### config.mk
export PLATFORM = sky130hd
export DESIGN_NAME = hcct_engine_flat
export DESIGN_NICKNAME = d
export VERILOG_FILES = /design/src/rtl/hybrid_clock_commit_timeline_assert.svh /design/src/rtl/hcct_pkg.sv /design/src/rtl/hcct_if.sv /design/src/rtl/hcct_engine.sv /design/src/flat_wrapper.sv
export SDC_FILE = /design/constraint.sdc
export NUM_CORES = 1
export LEC_CHECK = 0
export ABC_CLOCK_PERIOD_IN_PS = 8140
export BUFFER_PORTS_ARGS = -buffer_cell sky130_fd_sc_hd__buf_2
export CORE_ASPECT_RATIO = 0.5
export CORE_MARGIN = 2
export CORE_UTILIZATION = 50
export DETAILED_ROUTE_END_ITERATION = 7
export PLACE_DENSITY = 0.81
export SYNTH_ARGS = -nofsm -noshare
export SYNTH_HDL_FRONTEND = slang
export SYNTH_SLANG_ARGS = --single-unit
### constraint.sdc
create_clock -name clk -period 8.14 [get_ports clk]
set_input_delay 0.814 -clock clk [delete_from_list [all_inputs] [get_ports clk]]
set_output_delay 0.814 -clock clk [all_outputs]
set_load 0.05 [all_outputs]
### src/rtl/hybrid_clock_commit_timeline_assert.svh
// Assertion macros shared by the timeline design.
// Both expect clk and arst_n in the scope where they are used.
`ifndef HYBRID_CLOCK_COMMIT_TIMELINE_ASSERT_SVH
`define HYBRID_CLOCK_COMMIT_TIMELINE_ASSERT_SVH

// Same-cycle implication.
`define HCCT_ASSERT_IMPLY(lbl, ante, cons) \
	lbl: assert property (@(posedge clk) disable iff (!arst_n) (ante) |-> (cons)) \
		else $error("hcct assertion failed");

// Next-cycle implication.
`define HCCT_ASSERT_NEXT(lbl, ante, cons) \
	lbl: assert property (@(posedge clk) disable iff (!arst_n) (ante) |=> (cons)) \
		else $error("hcct assertion failed");

`endif

### src/rtl/hcct_pkg.sv
package hcct_pkg;

	localparam int CAPACITY_DEF = 1024;
	localparam int OUT_CNT_W = 17;

	localparam logic [2:0] ACT_CLEAR   = 3'd0;
	localparam logic [2:0] ACT_ALLOC   = 3'd1;
	localparam logic [2:0] ACT_APPEND  = 3'd2;
	localparam logic [2:0] ACT_RESTORE = 3'd3;
	localparam logic [2:0] ACT_RESOLVE = 3'd4;

	localparam logic [2:0] ST_OK       = 3'd0;
	localparam logic [2:0] ST_ORDER    = 3'd1;
	localparam logic [2:0] ST_MISMATCH = 3'd2;
	localparam logic [2:0] ST_OVERFLOW = 3'd3;
	localparam logic [2:0] ST_FULL     = 3'd4;

	localparam logic [63:0] PHYS_MAX = 64'hFFFF_FFFF_FFFF_FFFF;
	localparam logic [31:0] LOG_MAX  = 32'hFFFF_FFFF;

	typedef struct packed {
		logic [63:0] physical;
		logic [31:0] logical;
	} clock_t;

	// Clocks order by the physical part first, then by the logical counter.
	function automatic logic clock_above(clock_t a, clock_t b);
		return (a.physical > b.physical) ||
			((a.physical == b.physical) && (a.logical > b.logical));
	endfunction

endpackage

### src/rtl/hcct_if.sv
interface hcct_req_if;
	import hcct_pkg::*;

	logic        valid;
	logic        ready;
	logic [2:0]  action;
	logic [63:0] time_us;
	logic [63:0] seq;
	logic [63:0] hlc_physical;
	logic [31:0] hlc_logical;

	modport source (output valid, action, time_us, seq, hlc_physical, hlc_logical,
		input ready);
	modport sink (input valid, action, time_us, seq, hlc_physical, hlc_logical,
		output ready);
endinterface

interface hcct_rsp_if;
	import hcct_pkg::*;

	logic                 valid;
	logic                 ready;
	logic [2:0]           status;
	logic [63:0]          clock_physical_out;
	logic [31:0]          clock_logical_out;
	logic [OUT_CNT_W-1:0] resolved_seq;
	logic [OUT_CNT_W-1:0] entries_held;

	modport source (output valid, status, clock_physical_out, clock_logical_out,
		resolved_seq, entries_held, input ready);
	modport sink (input valid, status, clock_physical_out, clock_logical_out,
		resolved_seq, entries_held, output ready);
endinterface

### src/rtl/hcct_engine.sv
module hcct_engine #(
	parameter int CAPACITY = hcct_pkg::CAPACITY_DEF
) (
	input  logic                                        clk,
	input  logic                                        arst_n,
	hcct_req_if.sink                                    req,
	hcct_rsp_if.source                                  rsp,
	output logic                                        rd_en,
	output logic [(CAPACITY > 1 ? $clog2(CAPACITY) : 1)-1:0] rd_addr,
	input  hcct_pkg::clock_t                            rd_data,
	output logic                                        wr_en,
	output logic [(CAPACITY > 1 ? $clog2(CAPACITY) : 1)-1:0] wr_addr,
	output hcct_pkg::clock_t                            wr_data
);
	import hcct_pkg::*;

	localparam int AW = (CAPACITY > 1) ? $clog2(CAPACITY) : 1;
	localparam int CW = $clog2(CAPACITY + 1);

	localparam logic [3:0] S_IDLE   = 4'd0;
	localparam logic [3:0] S_DISP   = 4'd1;
	localparam logic [3:0] S_ALLOC  = 4'd2;
	localparam logic [3:0] S_APPEND = 4'd3;
	localparam logic [3:0] S_RPREV  = 4'd4;
	localparam logic [3:0] S_RCUR   = 4'd5;
	localparam logic [3:0] S_SRCH   = 4'd6;
	localparam logic [3:0] S_SCMP   = 4'd7;
	localparam logic [3:0] S_DONE   = 4'd8;

	logic [3:0]  state_q, state_d;
	logic [CW-1:0] total_q, total_d;
	logic        out_valid_q;
	logic        in_ld, out_ld, res_ld, do_push;

	logic [2:0]  action_q;
	logic [63:0] time_q, seq_q;
	clock_t      cur_q;

	logic [CW-1:0] lo_q, lo_d, hi_q, hi_d, mid_q;
	logic          mid_ld;
	logic [CW:0]   mid_sum;

	logic [2:0]           res_status_d, res_status_q;
	logic [63:0]          res_cp_d, res_cp_q;
	logic [31:0]          res_cl_d, res_cl_q;
	logic [OUT_CNT_W-1:0] res_rs_d, res_rs_q;

	logic [2:0]           out_status_q;
	logic [63:0]          out_cp_q;
	logic [31:0]          out_cl_q;
	logic [OUT_CNT_W-1:0] out_rs_q, out_held_q;

	logic [63:0] total_w, seq_next, seq_m1, seq_m2;
	logic [CW-1:0] total_m1;
	logic          table_full;

	assign total_w    = 64'(total_q);
	assign seq_next   = total_w + 64'd1;
	assign seq_m1     = seq_q - 64'd1;
	assign seq_m2     = seq_q - 64'd2;
	assign total_m1   = total_q - CW'(1);
	assign table_full = (total_q == CW'(CAPACITY));
	assign mid_sum    = {1'b0, lo_q} + {1'b0, hi_q};

	assign req.ready = (state_q == S_IDLE);
	assign in_ld     = req.valid && (state_q == S_IDLE);

	always_comb begin
		state_d      = state_q;
		total_d      = total_q;
		rd_en        = 1'b0;
		rd_addr      = '0;
		wr_en        = 1'b0;
		wr_addr      = total_q[AW-1:0];
		wr_data      = cur_q;
		res_ld       = 1'b0;
		do_push      = 1'b0;
		out_ld       = 1'b0;
		res_status_d = ST_OK;
		res_cp_d     = '0;
		res_cl_d     = '0;
		res_rs_d     = '0;
		lo_d         = lo_q;
		hi_d         = hi_q;
		mid_ld       = 1'b0;

		case (state_q)
			S_IDLE: begin
				if (req.valid) begin
					state_d = S_DISP;
				end
			end
			S_DISP: begin
				case (action_q)
					ACT_CLEAR: begin
						total_d = '0;
						res_ld  = 1'b1;
					end
					ACT_ALLOC: begin
						if (total_q == '0) begin
							res_cp_d = time_q;
							res_ld   = 1'b1;
						end else begin
							rd_en   = 1'b1;
							rd_addr = total_m1[AW-1:0];
							state_d = S_ALLOC;
						end
					end
					ACT_APPEND: begin
						if (seq_q != seq_next) begin
							res_status_d = ST_ORDER;
							res_ld       = 1'b1;
						end else if (total_q == '0) begin
							do_push = 1'b1;
						end else begin
							rd_en   = 1'b1;
							rd_addr = total_m1[AW-1:0];
							state_d = S_APPEND;
						end
					end
					ACT_RESTORE: begin
						if (seq_q == '0 || seq_q > seq_next) begin
							res_status_d = ST_ORDER;
							res_ld       = 1'b1;
						end else if (seq_q > 64'd1) begin
							rd_en   = 1'b1;
							rd_addr = seq_m2[AW-1:0];
							state_d = S_RPREV;
						end else if (total_q != '0) begin
							rd_en   = 1'b1;
							rd_addr = '0;
							state_d = S_RCUR;
						end else begin
							do_push = 1'b1;
						end
					end
					ACT_RESOLVE: begin
						// Clocks rise along the table, so the visible entries form a prefix.
						lo_d    = '0;
						hi_d    = (seq_q < total_w) ? seq_q[CW-1:0] : total_q;
						state_d = S_SRCH;
					end
					default: begin
						res_ld = 1'b1;
					end
				endcase
			end
			S_ALLOC: begin
				res_ld = 1'b1;
				if (time_q > rd_data.physical) begin
					res_cp_d = time_q;
				end else if (rd_data.logical == LOG_MAX) begin
					if (rd_data.physical == PHYS_MAX) begin
						res_status_d = ST_OVERFLOW;
					end else begin
						res_cp_d = rd_data.physical + 64'd1;
					end
				end else begin
					res_cp_d = rd_data.physical;
					res_cl_d = rd_data.logical + 32'd1;
				end
			end
			S_APPEND: begin
				if (clock_above(cur_q, rd_data)) begin
					do_push = 1'b1;
				end else begin
					res_status_d = ST_ORDER;
					res_ld       = 1'b1;
				end
			end
			S_RPREV: begin
				if (!clock_above(cur_q, rd_data)) begin
					res_status_d = ST_ORDER;
					res_ld       = 1'b1;
				end else if (seq_q <= total_w) begin
					rd_en   = 1'b1;
					rd_addr = seq_m1[AW-1:0];
					state_d = S_RCUR;
				end else begin
					do_push = 1'b1;
				end
			end
			S_RCUR: begin
				if (rd_data != cur_q) begin
					res_status_d = ST_MISMATCH;
				end
				res_ld = 1'b1;
			end
			S_SRCH: begin
				if (lo_q < hi_q) begin
					rd_en   = 1'b1;
					rd_addr = mid_sum[AW:1];
					mid_ld  = 1'b1;
					state_d = S_SCMP;
				end else begin
					res_rs_d = OUT_CNT_W'(lo_q);
					res_ld   = 1'b1;
				end
			end
			S_SCMP: begin
				if (rd_data.physical <= time_q) begin
					lo_d = mid_q + CW'(1);
				end else begin
					hi_d = mid_q;
				end
				state_d = S_SRCH;
			end
			S_DONE: begin
				if (!out_valid_q || rsp.ready) begin
					out_ld  = 1'b1;
					state_d = S_IDLE;
				end
			end
			default: begin
				state_d = S_IDLE;
			end
		endcase

		if (do_push) begin
			res_ld = 1'b1;
			if (table_full) begin
				res_status_d = ST_FULL;
			end else begin
				wr_en   = 1'b1;
				total_d = total_q + CW'(1);
			end
		end
		if (res_ld) begin
			state_d = S_DONE;
		end
	end

	always_ff @(posedge clk or negedge arst_n) begin
		if (!arst_n) begin
			state_q     <= S_IDLE;
			total_q     <= '0;
			out_valid_q <= 1'b0;
		end else begin
			state_q <= state_d;
			total_q <= total_d;
			if (out_ld) begin
				out_valid_q <= 1'b1;
			end else if (rsp.ready) begin
				out_valid_q <= 1'b0;
			end
		end
	end

	always_ff @(posedge clk) begin
		if (in_ld) begin
			action_q       <= req.action;
			time_q         <= req.time_us;
			seq_q          <= req.seq;
			cur_q.physical <= req.hlc_physical;
			cur_q.logical  <= req.hlc_logical;
		end
		lo_q <= lo_d;
		hi_q <= hi_d;
		if (mid_ld) begin
			mid_q <= mid_sum[CW:1];
		end
		if (res_ld) begin
			res_status_q <= res_status_d;
			res_cp_q     <= res_cp_d;
			res_cl_q     <= res_cl_d;
			res_rs_q     <= res_rs_d;
		end
		// The count is already updated when the result reaches this register.
		if (out_ld) begin
			out_status_q <= res_status_q;
			out_cp_q     <= res_cp_q;
			out_cl_q     <= res_cl_q;
			out_rs_q     <= res_rs_q;
			out_held_q   <= OUT_CNT_W'(total_q);
		end
	end

	assign rsp.valid              = out_valid_q;
	assign rsp.status             = out_status_q;
	assign rsp.clock_physical_out = out_cp_q;
	assign rsp.clock_logical_out  = out_cl_q;
	assign rsp.resolved_seq       = out_rs_q;
	assign rsp.entries_held       = out_held_q;

endmodule

### src/flat_wrapper.sv
// flat-port wrapper written by rule: the top's interface ports become plain ports
module hcct_engine_flat import hcct_pkg::*;
#(
	parameter int CAPACITY = hcct_pkg::CAPACITY_DEF
)
  (clk, arst_n, rd_en, rd_addr, rd_data, wr_en, wr_addr, wr_data, req_valid, req_action, req_time_us, req_seq, req_hlc_physical, req_hlc_logical, req_ready, rsp_valid, rsp_status, rsp_clock_physical_out, rsp_clock_logical_out, rsp_resolved_seq, rsp_entries_held, rsp_ready);
  hcct_req_if req_i ();
  hcct_rsp_if rsp_i ();
  input  logic clk;
  input  logic arst_n;
  output logic rd_en;
  output logic [(CAPACITY > 1 ? $clog2(CAPACITY) : 1)-1:0] rd_addr;
  input  hcct_pkg::clock_t rd_data;
  output logic wr_en;
  output logic [(CAPACITY > 1 ? $clog2(CAPACITY) : 1)-1:0] wr_addr;
  output hcct_pkg::clock_t wr_data;
  input wire logic [$bits(req_i.valid)-1:0] req_valid;
  input wire logic [$bits(req_i.action)-1:0] req_action;
  input wire logic [$bits(req_i.time_us)-1:0] req_time_us;
  input wire logic [$bits(req_i.seq)-1:0] req_seq;
  input wire logic [$bits(req_i.hlc_physical)-1:0] req_hlc_physical;
  input wire logic [$bits(req_i.hlc_logical)-1:0] req_hlc_logical;
  output wire logic [$bits(req_i.ready)-1:0] req_ready;
  output wire logic [$bits(rsp_i.valid)-1:0] rsp_valid;
  output wire logic [$bits(rsp_i.status)-1:0] rsp_status;
  output wire logic [$bits(rsp_i.clock_physical_out)-1:0] rsp_clock_physical_out;
  output wire logic [$bits(rsp_i.clock_logical_out)-1:0] rsp_clock_logical_out;
  output wire logic [$bits(rsp_i.resolved_seq)-1:0] rsp_resolved_seq;
  output wire logic [$bits(rsp_i.entries_held)-1:0] rsp_entries_held;
  input wire logic [$bits(rsp_i.ready)-1:0] rsp_ready;
  assign req_i.valid = req_valid;
  assign req_i.action = req_action;
  assign req_i.time_us = req_time_us;
  assign req_i.seq = req_seq;
  assign req_i.hlc_physical = req_hlc_physical;
  assign req_i.hlc_logical = req_hlc_logical;
  assign req_ready = req_i.ready;
  assign rsp_valid = rsp_i.valid;
  assign rsp_status = rsp_i.status;
  assign rsp_clock_physical_out = rsp_i.clock_physical_out;
  assign rsp_clock_logical_out = rsp_i.clock_logical_out;
  assign rsp_resolved_seq = rsp_i.resolved_seq;
  assign rsp_entries_held = rsp_i.entries_held;
  assign rsp_i.ready = rsp_ready;
  hcct_engine #(.CAPACITY(CAPACITY)) u_core (.clk(clk), .arst_n(arst_n), .req(req_i), .rsp(rsp_i), .rd_en(rd_en), .rd_addr(rd_addr), .rd_data(rd_data), .wr_en(wr_en), .wr_addr(wr_addr), .wr_data(wr_data));
endmodule
### After elaboration in Yosys (flattened, before gate mapping)

Cells that the tools add are included.

* reductions and logical operators: 21
* $add $sub $neg: 9
* bitwise gates (word level): 2
* muxes and demuxes: 85
* order comparisons: 9
* eq/ne operators: 33

Operators with widths (number)
* $mux W64: 5
* $gt A64 B64 Y1: 2
* $pmux W64 S2: 1
* $mux W11: 9
* $ne A96 B96 Y1: 1
* $mux W10: 7
* $add A64 B1 Y64 const B: 1
* $eq A64 B64 Y1: 1
* $eq A64 B64 Y1 const B: 1
* $gt A64 B1 Y1 const B: 1
* $gt A64 B12 Y1: 1
* $le A64 B11 Y1: 1
* $le A64 B64 Y1: 1
* $logic_not A64 Y1: 1
* $lt A64 B11 Y1: 1
* $ne A64 B12 Y1: 1
* $pmux W10 S3: 2
* $mux W4: 12
* $pmux W11 S2: 2
* $add A32 B1 Y32 const B: 1
* $eq A32 B32 Y1 const B: 1
* $gt A32 B32 Y1: 1
* $mux W1: 31
* $pmux W4 S7: 1
* other kinds (42): 73

* register bits: 519
* logic and storage cells: 180
* input port bits: 327

### Logic depth before layout (Yosys ltp)

Gate-level depths: netlist of run 1.

* word-level depth: 9
* mapped depth: 17

### Worst setup path after synthesis of run 1

No wires, ideal clock.

* path type: flip-flop to flip-flop
* start point: reg u_core.state_q[3]
* end point: reg u_core.action_q[0], enable pin
* path buffers: 1
* data required time: 7528 ps
* arrival: 7454 ps
* stages on the path, launching flop included: 4
* library setup time: 612 ps
* slack: 74 ps
* cells stage by stage: dfrtp_1 clkbuf_1 nor4_1 and2_1

* cells in the longest elaborated chain, start to end: 2

Ends and longest elaborated chain
* start: declaration: line hcct_engine.sv:30 `logic [3:0] state_q, state_d;`
* start signal: assignment: line hcct_engine.sv:239 `state_q <= state_d;`
* $logic_not A4 Y1
* via req_ready: line flat_wrapper.sv:23 `output wire logic [$bits(req_i.ready)-1:0] req_ready;`
* $logic_and A1 B1 Y1: line hcct_engine.sv:66 `assign in_ld = req.valid && (state_q == S_IDLE);`
* via u_core.in_ld: line hcct_engine.sv:33 `logic in_ld, out_ld, res_ld, do_push;`
* end signal: assignment: line hcct_engine.sv:251 `action_q <= req.action;`
* end: declaration: line hcct_engine.sv:35 `logic [2:0] action_q;`

The timed path passes the listed nets, and every way through them passes these cells.
A chain may end at the register's enable or synchronous reset.

### Worst setup path after layout of run 1

* start point: in rd_data[94] in the netlist's numbering
* end point: out rd_addr[5] in the netlist's numbering

* cells in the longest elaborated chain, start to end: 5
* elaborated cells on any way between the ends: 6

Ends and longest elaborated chain
* start: declaration: line flat_wrapper.sv:13 `input hcct_pkg::clock_t rd_data;`
* branches (longest 2 deep; another with $gt A64 B64 Y1)
* $logic_or A1 B1 Y1 *: line hcct_pkg.sv:28 `return (a.physical > b.physical) ||`
* $mux W10 *: line hcct_engine.sv:172 `if (!clock_above(cur_q, rd_data)) begin`
* $pmux W10 S3 *: line hcct_engine.sv:87 `case (state_q)`
* end: declaration: line flat_wrapper.sv:12 `output logic [(CAPACITY > 1 ? $clog2(CAPACITY) : 1)-1:0] rd_addr;`

Mark *: on every way between the ends.

==> results of run 1 <==
area by class of cell:
cell class                 count  area (sq um)  area share (%)
sequential                   507         15140           49.13
timing repair buffer         584          2978           9.660
clock inverter                28         280.3          0.9092
inverter                     205         769.5           2.496
tap                          690         863.3           2.801
antenna                       19         47.55          0.1542
multi-input combinational   1240          9480           30.75
clock buffer                  56          1262           4.095
registers in the layout, indices dropped and copies added (netlist names), 4 cells and up:
signal	cells
u_core.total_q	11
u_core.rsp.clock_logical_out	32
u_core.res_rs_q	11
u_core.wr_data	96
u_core.rsp.entries_held	11
u_core.rsp.clock_physical_out	64
u_core.seq_q	64
u_core.res_cp_q	64
u_core.time_q	64
u_core.state_q	4
u_core.lo_q	11
u_core.mid_q	11
u_core.res_cl_q	32
u_core.hi_q	11
u_core.rsp.resolved_seq	11
critical path, stage by stage:
cell	delay, ns
buf_2	0.12
inv_1	0.08
ha_1	0.30
nand4_1	0.23
nor4_1	0.70
nand3_1	0.27
or4_1	0.53
nor4bb_1	0.18
a21oi_2	0.42
nand3_1	0.44
o211a_1	0.36
o31ai_1	0.29
buf_2	0.33
cells by family (layout without fill, tap and decap cells):
group,after synthesis,after routing
xor gates and xnor gates,131,131
DFF,507,507
adders and majority gates,213,213
other,1,31
and+or+nand+nor,552,552
AOI/OAI and AO/OA,324,324
muxes,8,8
buffers and inverters,268,873
through the flow:
stage,total power [uW],hold WS (ns),std cells,utilization (%)
2_1_floorplan,7102,0.4003,2015,-
3_3_place_gp,7965,0.4004,3226,57.80
3_5_place_dp,8068,0.4045,3226,57.80
4_1_cts,10300,0.1475,3310,60.85
5_1_grt,10710,0.1660,3328,60.94
6_report,10280,0.1605,3329,60.94
worst max path at each step:
| stage | from | to | slack [ns] | cells past startpoint |
|---|---|---|---|---|
| after floorplan | u_core.state_q[3] | u_core.action_q[0] | 0.07 | 3 |
| final | rd_data[94] | rd_addr[5] | 2.24 | 13 |
| after global routing | u_core.total_q[3] | wr_en | 1.98 | 15 |
| after global placement | rd_data[94] | rd_addr[7] | 2.56 | 13 |
| after CTS | u_core.wr_data[95] | rd_addr[5] | 2.30 | 11 |
| after detailed placement | rd_data[94] | rd_addr[5] | 2.33 | 13 |
placed cells by master (no fill, tap or decap), drive strengths merged, types with 19 or more instances in the layout:
master   count
nor3        42
edfxtp     491
nand4       68
o21ai       37
o2bb2ai     62
nand3       52
buf        584
nor4        40
diode       19
nor2       138
inv        204
ha         212
nand2       89
nor2b       20
clkbuf      56
a21oi      114
xnor2      120
a21o        45
power by group:
part           internal (uW)  leakage (uW)  switching (uW)
combinational            840       0.00721            2620
sequential              4090       0.00485             475
clock                   1270      0.000736             976
total                   6200        0.0128            4080
metal layers:
metal	part of all wire, %	vias to the layer above
met5	0	-
met4	4.2	0
met3	6.2	165
met2	50	752
met1	40	9170
li1	-	8593
==> flow_summary.toml, run 1 <==
[status]
status = "complete, no violations"

[cells_and_area]
final_cell_area_sq_um = 30830
drive_above_1_share_pct = 28.24
n_fill_cell = 4028
area_growth_pct = 19.72
layout.nets = 3124

[yosys]
synthSimpleGateAreaFrac_pct = 11.35
synth_area_sq_um = 25750
synth_top_area_cell = "edfxtp_1"
synth_edf_count = 491
ys_ff_latch = 507
async_flop_share_pct = 3.156
synth_top_family_by_area = "simple AND/OR/NAND/NOR gates"
ys.flop_type = "edfxtp_1"
synth_commonest_cells = "491 x edfxtp_1, 212 x ha_1, 203 x inv_1"
ys_warn_count = 0
synth_top_area_share_pct = 57.26
synthAdderAreaFrac_pct = 10.38
syn_area_per_cell_sq_um = 12.85
synth.area.mux_share_pct = 0.3110
synth_most_common_cell = "edfxtp_1"
synth_seq_area_share_pct = 58.82
synthXorXnorAreaFrac_pct = 4.456
synthCells = 2004
synth_cell_types = 74
synth_compound_area_share_pct = 9.996
yosys-top-cells-area = "edfxtp_1 57%, ha_1 10%, xnor2_1 4.1%"

[clock_network]
clock_sinks = 507
post_cts_resized = 0
hold_buffers = 0
cts_max_level = 2
clk_latency_ns = 0.57
numCtsBuffers = 46
tritoncts = "built"
path_clk_slew_ns = 0.07
postCtsSetupRepairBufs = 0
cts_buffer_depth = 3
cts_root_buf = "clkbuf_16"

[flow_run]
max-cap-violations = 0

[critical_path]
reg2reg_depth = 15
cp.required_ns = 7.33
critPathKind = "input port to output port"
arrival_ns = 5.09
rr_startpoint = "u_core.total_q[4]"
r2r-end = "u_core.res_cp_q[19]"
start_kind = "input port"
worstPathMaxFanout = 11
r2r_slack_ns = 3.26
endpoint_kind = "output port"

[grt]
first_global_vias = 17943
grt-busiest-layer = "met2"
grt_util_met2_pct = 46.63
met3_usage_pct = 3.963
antenna_found_initial = 18
track_usage_pct = 27.41
grt_max_degree = 111
gr-total-overflow = 0
grt_pass1_wl_microns = 109800
use_met1_pct = 35.54

[die]
ios = 580
die_w_microns = 324.9
core_sq_um = 50580
die_y_microns = 164.5
dieArea_sq_um = 53440
initial_utilization_pct = 50.91
rows = 58

[placed_design]
routabilityCongestion = 0.9750
place_hpwl_microns = 58980
port_buffers = 567
post-place-ws_ns = 2.330
post_dp_cell_area_sq_um = 29240

[pwr]
power_density_nw_per_um2 = 333.4
cellLeakagePower_uw = 0.01279
irDropWorstVdd_v = 0.0003001

[timing]
setup_viol = 0
setup_slack_ns = 2.237
rsz0062_at_grt = "false"
fin_skew_ns = 0.01336
tightest_slew_ns = 1.155
fin_crit_sh_pct = 72.52
min_period_ns = 5.903
max_freq_mhz = 169.4
tns_ns = 0
slew_violations = 0
finalHoldViolations = 0
relSlewSlack_pct = 23.00

[drt]
drc_errors = 0
drt-initial-drc-count = 1553
ant_nets = 0
drt-pass1-iter-count = 6
wl_per_cell_microns = 22.68
vias_per_cell = 5.611
routed_wirelength_microns = 75500
vias = 18680

[hold_path]
min_path_type = "input port to async pin"
Power figures use the tool's default switching activity.
==> run 2, diff against run 1 <==
ABC_AREA = 1   (was not set)
ABC_CLOCK_PERIOD_IN_PS = 5900   (was 8140)
PLACE_DENSITY = 0.8   (was 0.81)
clock period = 5.9 ns   (was 8.14 ns; I/O delays follow)
==> run 2 against run 1 <==
Net effect: worst setup slack worse by 1.7 ns; cell count rose by 31%; die area rose by 9.0%; via count grew 30%; highest routed layer is now met5; clock skew is 0.0089 ns higher.
==> flow_summary.toml, run 2 <==
[grt]
track_usage_pct = 32.43
gr-total-overflow = 0
use_met1_pct = 43.15
met3_usage_pct = 7.748
first_global_vias = 22560
grt-busiest-layer = "met2"
grt_util_met2_pct = 50.73
antenna_found_initial = 38
grt_max_degree = 109
grt_pass1_wl_microns = 139600

[flow_run]
max-cap-violations = 0

[status]
status = "complete, no violations"

[die]
ios = 580
rows = 61
die_w_microns = 339.3
initial_utilization_pct = 50.59
dieArea_sq_um = 58240
core_sq_um = 55560
die_y_microns = 171.7

[timing]
setup_viol = 0
fin_skew_ns = 0.02227
slew_violations = 0
rsz0062_at_grt = "false"
fin_crit_sh_pct = 90.27
tightest_slew_ns = 0.9828
relSlewSlack_pct = 33.98
max_freq_mhz = 187.8
finalHoldViolations = 0
tns_ns = 0
min_period_ns = 5.326

[drt]
drt-initial-drc-count = 2726
drt-pass1-iter-count = 6
routed_wirelength_microns = 98300
vias_per_cell = 5.585
drc_errors = 0
wl_per_cell_microns = 22.60
vias = 24288
ant_nets = 0

[clock_network]
tritoncts = "built"
path_clk_slew_ns = 0.07
clock_sinks = 507
numCtsBuffers = 47
cts_root_buf = "clkbuf_16"
cts_max_level = 2
postCtsSetupRepairBufs = 0
clk_latency_ns = 0.61
hold_buffers = 1
post_cts_resized = 0
cts_buffer_depth = 3

[placed_design]
port_buffers = 567
place_hpwl_microns = 78240
routabilityCongestion = 1.034

[yosys]
synth_commonest_cells = "673 x nand2_1, 491 x edfxtp_1, 345 x inv_1"
syn_area_per_cell_sq_um = 9.518
synth_cell_types = 51
synthCells = 2953
synth_compound_area_share_pct = 6.036
yosys-top-cells-area = "edfxtp_1 52%, ha_1 9.4%, nand2_1 9.0%"
synth_most_common_cell = "nand2_1"
synth_top_area_share_pct = 52.46
synth_edf_count = 491
synth.area.mux_share_pct = 0
ys_warn_count = 0
synth_top_area_cell = "edfxtp_1"
synthSimpleGateAreaFrac_pct = 21.06
synth_seq_area_share_pct = 53.88
ys_ff_latch = 507
synth_area_sq_um = 28110
ys.flop_type = "edfxtp_1"
synthXorXnorAreaFrac_pct = 3.023
synth_top_family_by_area = "simple AND/OR/NAND/NOR gates"
synthAdderAreaFrac_pct = 9.509
async_flop_share_pct = 3.156

[cells_and_area]
area_growth_pct = 19.02
n_fill_cell = 4702
final_cell_mix = "672 x nand2_1, 567 x buf_2, 491 x edfxtp_1, 344 x inv_1, 316 x nor2_1"
drive_above_1_share_pct = 20.23
layout_commonest_cell = "nand2_1"
largest_register_ffs = 96
final_util_pct = 60.21
layout.nets = 4060

[critical_path]
path_cells = "ha_1 > nand3_1 > nor2_1 > inv_1 > nor3_1 > nand2_1 > xor2_1 > inv_1 > ha_1 > nand2_1 > nor2_1 > nand4_1 > inv_1 > nand4_1 > o21ai_2 > nand4_1 > nand2_1 > nand2_1 > nand2_1 > inv_1 > nor2_1 > buf_2"
endpoint_kind = "output port"
crit_slowest_cell = "nand2_1"
critPathKind = "register to output port"
reg2reg_depth = 22
worstPathMaxFanout = 13
arrival_ns = 4.74
start_kind = "register"
crit_top_cell = "nand2_1"
max_stage_delay_ns = 0.47
cp.required_ns = 5.31

[pwr]
power_density_nw_per_um2 = 450.9
irDropWorstVdd_v = 0.0002592
cellLeakagePower_uw = 0.01488

[hold_path]
min_path_type = "input port to register"
hold_depth = 1
-- run 2: cell families after synthesis --
logic type	Yosys count
AO/OA/AOI/OAI	322
other	1
adder cells (fa/ha/maj)	213
buffers and inverters	441
flip-flops	507
AND/OR/NAND/NOR	1372
XOR/XNOR	97
-- run 2: power by group --
| group | internal, uW | switching (uW) | leakage (uW) | total [uW] |
|---|---|---|---|---|
| sequential | 5740 | 573 | 0.00483 | 6310 |
| clock | 1830 | 1440 | 0.000783 | 3270 |
| combinational | 1240 | 4270 | 0.00927 | 5500 |
-- run 2: cell type report --
type / count / area, sq um / area share, %
repair buffers: 589 / 3068 / 9.171
clock inverters: 32 / 410.4 / 1.227
flip-flops and latches: 507 / 15140 / 45.27
clock buffers: 56 / 1231 / 3.680
well taps: 756 / 945.9 / 2.828
multi-input cells: 2016 / 11220 / 33.53
inverters: 359 / 1350 / 4.036
diodes: 34 / 85.08 / 0.2543
-- run 2: path summary, 6_finish.rpt --
kind | to | startpoint | slack, ns
setup / recovery | wr_en | u_core.total_q[0] | 0.57
hold / removal | u_core.time_q[7] | req_time_us[7] | 0.15
setup reg to reg | u_core.res_cp_q[22] | u_core.total_q[0] | 1.06
hold reg to reg | u_core.rsp.clock_physical_out[50] | u_core.res_cp_q[50] | 0.42
max in group asynchronous | u_core.rsp.valid | arst_n | 5.09
min in group asynchronous | u_core.total_q[4] | arst_n | 0.47
-- run 2: per-stage QoR --
stage	cell area (sq um)	instances	hold WS, ns	setup slack [ns]	power (uW)
final	33450	4349	0.1489	0.5741	15080
after global routing	33450	4349	0.1273	0.1313	15710
after CTS	33370	4315	0.1269	0.6149	15050
after detailed placement	31720	4226	0.4045	1.110	11790
after global placement	31720	4226	0.4014	1.278	11630
after floorplan	28160	2964	0.2944	0.7556	10020
-- run 2: worst max-delay path, delay by kind of cell (launching register included) --
kind	cells	cell delay (ns)
DFF	1	0.45
and+or+nand+nor	13	2.22
adders and majority gates	2	0.49
buffers and inverters	5	0.68
xor gates and xnor gates	1	0.15
AOI/OAI and AO/OA	1	0.11
-- run 2: per-layer routing --
| layer | share of wire [%] | wire (microns) |
|---|---|---|
| met5 | 0.026 | 26 |
| met4 | 4.6 | 4494 |
| met3 | 9.8 | 9592 |
| met2 | 45 | 44290 |
| met1 | 41 | 39890 |
